File: config.mk
export PLATFORM = sky130hd
export DESIGN_NAME = emp_ctrl
export DESIGN_NICKNAME = d
export VERILOG_FILES = /design/src/emp_pkg.sv /design/src/emp_ctrl.sv
export SDC_FILE = /design/constraint.sdc
export NUM_CORES = 1
export LEC_CHECK = 0
export BUFFER_PORTS_ARGS = -buffer_cell sky130_fd_sc_hd__buf_2
export CAP_MARGIN = 20
export CORE_MARGIN = 1
export CORE_UTILIZATION = 35
export CTS_CLUSTER_DIAMETER = 80
export DETAILED_ROUTE_END_ITERATION = 7
export PLACE_DENSITY = 0.6
export SYNTH_ARGS = -nofsm -noshare
export SYNTH_HDL_FRONTEND = slang
export SYNTH_SLANG_ARGS = --single-unit
File: constraint.sdc
create_clock -name aclk -period 3.8 [get_ports aclk]
set_input_delay 0.19 -clock aclk [delete_from_list [all_inputs] [get_ports aclk]]
set_output_delay 0.19 -clock aclk [all_outputs]
set_load 0.02 [all_outputs]
File: src/emp_pkg.sv
// Shared types and codes for the extent map engine.
package emp_pkg;

    localparam logic [1:0] REQ_APPEND = 2'd0;
    localparam logic [1:0] REQ_LOOKUP = 2'd1;
    localparam logic [1:0] REQ_SHRINK = 2'd2;
    localparam logic [1:0] REQ_UNUSED = 2'd3;

    typedef enum logic [3:0] {
        ST_IDLE,
        ST_APP_RD,
        ST_APP_EV,
        ST_LKP_RD,
        ST_LKP_EV,
        ST_SHR_RD,
        ST_SHR_EV,
        ST_SHR_FIN,
        ST_FREE_RD,
        ST_FREE_OUT,
        ST_RESULT
    } state_t;

    typedef struct packed {
        logic load;
        logic rd_last;
        logic rd_idx;
        logic append;
        logic step_lookup;
        logic step_shrink;
        logic finish;
        logic rd_free;
        logic load_single;
        logic load_free;
    } cmd_t;

    typedef struct packed {
        logic walk_done;
        logic hit;
        logic nf_zero;
        logic free_last;
        logic out_free;
    } sts_t;

endpackage

File: src/emp_ctrl.sv
// Controller state machine for the extent map engine.
module emp_ctrl
    import emp_pkg::*;
(
    input  logic       aclk,
    input  logic       aresetn,
    input  logic       s_tvalid,
    input  logic [1:0] s_tuser,
    output logic       s_tready,
    input  sts_t       sts,
    output cmd_t       cmd
);

    state_t state_reg, state_next;

    always_ff @(posedge aclk) begin
        if (!aresetn) begin
            state_reg <= ST_IDLE;
        end else begin
            state_reg <= state_next;
        end
    end

    always_comb begin
        state_next = state_reg;
        cmd        = '0;
        s_tready   = 1'b0;
        unique case (state_reg)
            ST_IDLE: begin
                s_tready = 1'b1;
                if (s_tvalid) begin
                    cmd.load = 1'b1;
                    unique case (s_tuser)
                        REQ_APPEND: state_next = ST_APP_RD;
                        REQ_LOOKUP: state_next = ST_LKP_RD;
                        REQ_SHRINK: state_next = ST_SHR_RD;
                        default:    state_next = ST_RESULT;
                    endcase
                end
            end
            ST_APP_RD: begin
                cmd.rd_last = 1'b1;
                state_next  = ST_APP_EV;
            end
            ST_APP_EV: begin
                cmd.append = 1'b1;
                state_next = ST_RESULT;
            end
            ST_LKP_RD: begin
                if (sts.walk_done) begin
                    state_next = ST_RESULT;
                end else begin
                    cmd.rd_idx = 1'b1;
                    state_next = ST_LKP_EV;
                end
            end
            ST_LKP_EV: begin
                cmd.step_lookup = 1'b1;
                state_next      = sts.hit ? ST_RESULT : ST_LKP_RD;
            end
            ST_SHR_RD: begin
                if (sts.walk_done) begin
                    state_next = ST_SHR_FIN;
                end else begin
                    cmd.rd_idx = 1'b1;
                    state_next = ST_SHR_EV;
                end
            end
            ST_SHR_EV: begin
                cmd.step_shrink = 1'b1;
                state_next      = ST_SHR_RD;
            end
            ST_SHR_FIN: begin
                cmd.finish = 1'b1;
                state_next = sts.nf_zero ? ST_RESULT : ST_FREE_RD;
            end
            ST_FREE_RD: begin
                cmd.rd_free = 1'b1;
                state_next  = ST_FREE_OUT;
            end
            ST_FREE_OUT: begin
                if (sts.out_free) begin
                    cmd.load_free = 1'b1;
                    state_next    = sts.free_last ? ST_IDLE : ST_FREE_RD;
                end
            end
            ST_RESULT: begin
                if (sts.out_free) begin
                    cmd.load_single = 1'b1;
                    state_next      = ST_IDLE;
                end
            end
            default: state_next = ST_IDLE;
        endcase
    end

endmodule

==> metrics.txt, run 1 <==
# clock sinks 4; area occupied by registers 80.08 sq um; FILL cells 122; reg-to-reg startpoint state_reg[2]; most common library cell in the layout ignoring fill and taps buf_2; Final WS setup 2.058 ns; routed vias/inst 5.733; Clk Latency, worst-skew pair 0.23 ns; final WL 1254 um; global-route wire length before repair 1938 um; wire per inst 12.42 um; postcts setup bufs 0; worst hold slack 0.2526 ns; Pwr Density 777.9 nW/um^2; DP Wirelength 885.5 um; Power Total 0.4438 mW; placement row count 12; depth of the CTS H-tree 1; Critical Path Fanout Max 14; Clock Skew 0.0008176 ns; crit path capture type primary output; area delta synth->final 24.59%; ratio of cells with drive above 1 in the final layout 27.59%; ANT cells 0; arrival time at the worst endpoint 1.55 ns; Syn Std Cell Area 457.9 sq um; number of flip-flops in the largest register 4; Worst Hold Class primary input to flip-flop; pre-CTS WS 2.257 ns; sequential share of the synthesized area 17.49%; Max Buffers Root-to-Sink 2; die area 1457 sq um; syn_nets 80; root buffer cell clkbuf_4; post-CTS resize count 0; synth warn 0; RSZ-0062 raised after global routing false; Yosys cell types 33; Setup violations, final 0; area of the multi-input gates 335.3 sq um; drt first pass iters 4; worst path required time 3.61 ns; r2r setup slk 2.24 ns; Crit Reg-Reg Endpoint state_reg[3]; status finished clean; Worst Min Path Start aresetn; die width 38.17 um; CP Launch Type flip-flop; Max VDD drop 0.0003600 V; Avg Synthesized Cell Area 6.542 sq um; Port Buf Inserts 20; maxcap violations 0; final hold vios 0; flops & latches, synth 4; most frequent cells in the layout buf_2, nand2_1, nor2_1; IO Count 21; Finished Layout Cells 101; pin count of the biggest net entering global routing 22; synthesized netlist cell count 70; Leak 0.2643 nW; Starting Density 39.61%; setup TNS 0 ns; Total GRT Usage 19.08%; initial antenna violation count 0; crit path kind flip-flop to primary output; GR Overflow Total 0; Min Clock Period, post-route 1.742 ns; Hold-fix buffers, CTS 0; initial DRC count 23; Antenna Nets Post-Route 0; CTS tree done; core area 1156 sq um; max_slew headroom 53.47%; final core occ 49.35%; hold depth 3; via count 579; hold worst-path end state_reg[1]; Inst Count DP 98; drt drc 0; Placed Area 548.0 sq um; final cycle utilization of the critical path 45.85%; final slew viol count 0; clock-pin slew on the worst setup and hold paths 0.04 ns; Slew @ Worst Pin 0.6970 ns; die height 38.17 um; post-route cell area 570.5 sq um; Reg2Reg Depth 4; fin nets 99; vias in the first global route 414; RD Place Congestion 0.7465; Max Clk Rate 574.0 MHz; TritonCTS buffer count 3
metal layers:
layer  global-route usage, %  vias up  routed length, um  share of wire, %
met1                   27.92      265                590                47
met5                       0        -                  0                 0
met2                   27.97       28                564                45
met4                       0        0                  0                 0
met3                   6.977        0                 98               7.8
li1                        -      286                  -                 -
Yosys cell counts (all sizes together):
library cell,number,area (sq um)
a21oi,1,5.000
dfxtp,4,80.08
or4,1,7.510
o311a,1,10.01
o211ai,1,12.51
buf,5,23.77
nor4,1,6.260
and2,1,6.260
and3,1,6.260
nor2b,3,18.77
nor3b,1,7.510
o221ai,1,8.760
nand3,4,20.02
a311oi,1,8.760
nand2,8,30.03
xor2,1,8.760
and3b,1,8.760
xnor2,1,8.760
nor2,7,26.28
a211oi,3,22.52
nor3,4,20.02
inv,4,15.01
nor4bb,1,10.01
o22ai,2,12.51
clkbuf,1,3.750
o32ai,1,8.760
nand2b,2,12.51
a31oi,2,12.51
mux2i,1,10.01
o21ai,4,20.01
or2,1,6.260
report_power, final:
group | total [mW] | leakage (nW) | internal [mW] | switching, mW
Clock | 0.0523 | 0.0138 | 0.0353 | 0.0170
Combinational | 0.264 | 0.217 | 0.113 | 0.150
Sequential | 0.128 | 0.0330 | 0.0589 | 0.0691
Total | 0.444 | 0.264 | 0.207 | 0.237
layout make-up:
class / count / share of cell area (%)
multi-input combinational: 56 / 58.77
timing repair buffer: 20 / 17.54
sequential: 4 / 14.04
clock buffer: 3 / 3.947
tap: 14 / 3.070
inverter: 4 / 2.632
worst max path at each step:
stage / startpoint / endpoint / slack, ns
after CTS: state_reg[3] / cmd[0] / 2.06
final: state_reg[3] / cmd[0] / 2.06
after detailed placement: state_reg[2] / state_reg[3] / 2.26
after global placement: state_reg[2] / state_reg[3] / 2.29
after floorplan: state_reg[2] / cmd[9] / 2.10
after global routing: state_reg[1] / cmd[6] / 1.95
cell families after synthesis:
group                     synth area share, %
and+or+nand+nor                         40.72
AOI/OAI and AO/OA                       26.50
buffers and inverters                   9.287
DFF                                     17.49
xor gates and xnor gates                3.826
muxes                                   2.186
worst max-delay path, stage by stage, from the launching register on:
cell and delay [ns]:
dfxtp_1 0.57, inv_1 0.25, nor4_1 0.29, buf_2 0.21
Power figures use the tool's default switching activity.
==> inputs of run 2 (changes only) <==
==> constraint.sdc (replaced) <==
create_clock -name aclk -period 1.7 [get_ports aclk]
set_input_delay 0.085 -clock aclk [delete_from_list [all_inputs] [get_ports aclk]]
set_output_delay 0.085 -clock aclk [all_outputs]
set_load 0.02 [all_outputs]
==> metrics.txt, run 2 (same netlist as run 1, synthesis figures left out) <==
most frequent cells in the layout buf_2, nand2_1, nor2_1; final slew viol count 0; # clock sinks 4; postcts setup bufs 0; final WL 1264 um; die height 38.17 um; wire per inst 12.04 um; global-route wire length before repair 2187 um; drt drc 0; setup TNS 0 ns; GR Overflow Total 0; root buffer cell clkbuf_4; initial antenna violation count 0; Pwr Density 1741 nW/um^2; post-route cell area 605.6 sq um; final core occ 52.38%; Final WS setup 0.1653 ns; core area 1156 sq um; Slew @ Worst Pin 0.5459 ns; crit path capture type primary output; max_slew headroom 63.55%; final cycle utilization of the critical path 90.28%; Worst Min Path Start aresetn; IO Count 21; placement row count 12; depth of the CTS H-tree 1; Worst Hold Class primary input to flip-flop; drt first pass iters 4; Port Buf Inserts 20; arrival time at the worst endpoint 1.45 ns; Antenna Nets Post-Route 0; pre-CTS WS 0.2139 ns; TritonCTS buffer count 3; via count 565; RSZ-0062 raised after global routing false; FILL cells 117; worst hold slack 0.1471 ns; CTS tree done; die area 1457 sq um; Total GRT Usage 21.53%; worst path required time 1.62 ns; crit path kind flip-flop to primary output; maxcap violations 0; Clock Skew 0.003245 ns; Max Clk Rate 651.6 MHz; vias in the first global route 483; Max VDD drop 0.0006960 V; clock-pin slew on the worst setup and hold paths 0.03 ns; Min Clock Period, post-route 1.535 ns; most common library cell in the layout ignoring fill and taps buf_2; status finished clean; reg-to-reg startpoint state_reg[2]; hold worst-path end state_reg[1]; area delta synth->final 32.24%; Clk Latency, worst-skew pair 0.24 ns; Critical Path Fanout Max 12; fin nets 103; Max Buffers Root-to-Sink 2; final hold vios 0; RD Place Congestion 0.7312; Starting Density 39.61%; Reg2Reg Depth 4; CP Launch Type flip-flop; number of flip-flops in the largest register 4; Setup violations, final 0; ratio of cells with drive above 1 in the final layout 31.87%; DP Wirelength 967.5 um; pin count of the biggest net entering global routing 16; Placed Area 578.1 sq um; hold depth 3; r2r setup slk 0.19 ns; routed vias/inst 5.381; ANT cells 0; Crit Reg-Reg Endpoint state_reg[3]; Leak 0.2867 nW; die width 38.17 um; initial DRC count 9
[run 2: changes by cell type in the layout (fill, tap and decap cells not counted)]
cell / previous run / this run
buf_4: 0 / 4
nor3_1: 4 / 3
nor3_2: 0 / 1
[run 2: worst max path at each step]
stage / startpoint / to / depth (start not counted)
floorplan: state_reg[2] / cmd[9] / 4
global placement: state_reg[2] / state_reg[3] / 4
detailed placement: state_reg[2] / state_reg[3] / 4
CTS: state_reg[2] / cmd[9] / 4
global route: state_reg[2] / cmd[9] / 4
finish: state_reg[2] / cmd[9] / 4
[run 2: metal layers]
| layer | vias to the layer above | share of wire (%) | wire length, um | GRT usage (%) |
|---|---|---|---|---|
| met2 | 21 | 45 | 569 | 33.90 |
| met4 | 0 | 0 | 0 | 2.679 |
| met3 | 0 | 5.5 | 69 | 5.233 |
| met5 | - | 0 | 0 | 0 |
| met1 | 244 | 49 | 624 | 30.14 |
| li1 | 300 | - | - | - |
[run 2: repair_timing]
action / in CTS / in global routing
hold buffers: 0 / 0
gates resized for setup: 0 / 1
endpoints found under the setup margin: 0 / 1
[run 2: per-stage QoR]
| stage | power [mW] | cells |
|---|---|---|
| 3_3_place_gp | 0.9226 | 102 |
| 4_1_cts | 1.046 | 105 |
| 5_1_grt | 1.152 | 105 |
| 2_1_floorplan | 0.7331 | 70 |
| 6_report | 1.055 | 105 |
| 3_5_place_dp | 0.9254 | 102 |
[run 2: critical path, stage by stage (launching register included)]
cell	delay, ns
dfxtp_1	0.40
or2_1	0.35
nor3_2	0.16
and2_1	0.14
buf_2	0.16
[run 2: layout make-up]
type                       instances  area [sq um]  area share [%]
multi-input combinational         56         340.3           56.20
timing repair buffer              24         130.1           21.49
sequential                         4         80.08           13.22
clock buffer                       3         22.52           3.719
tap                               14         17.52           2.893
inverter                           4         15.01           2.479
[run 2: report_power, final]
| group | internal, mW | leakage [nW] | switching, mW |
|---|---|---|---|
| Combinational | 0.301 | 0.240 | 0.413 |
| Sequential | 0.132 | 0.0330 | 0.0918 |
| Clock | 0.0789 | 0.0138 | 0.0385 |
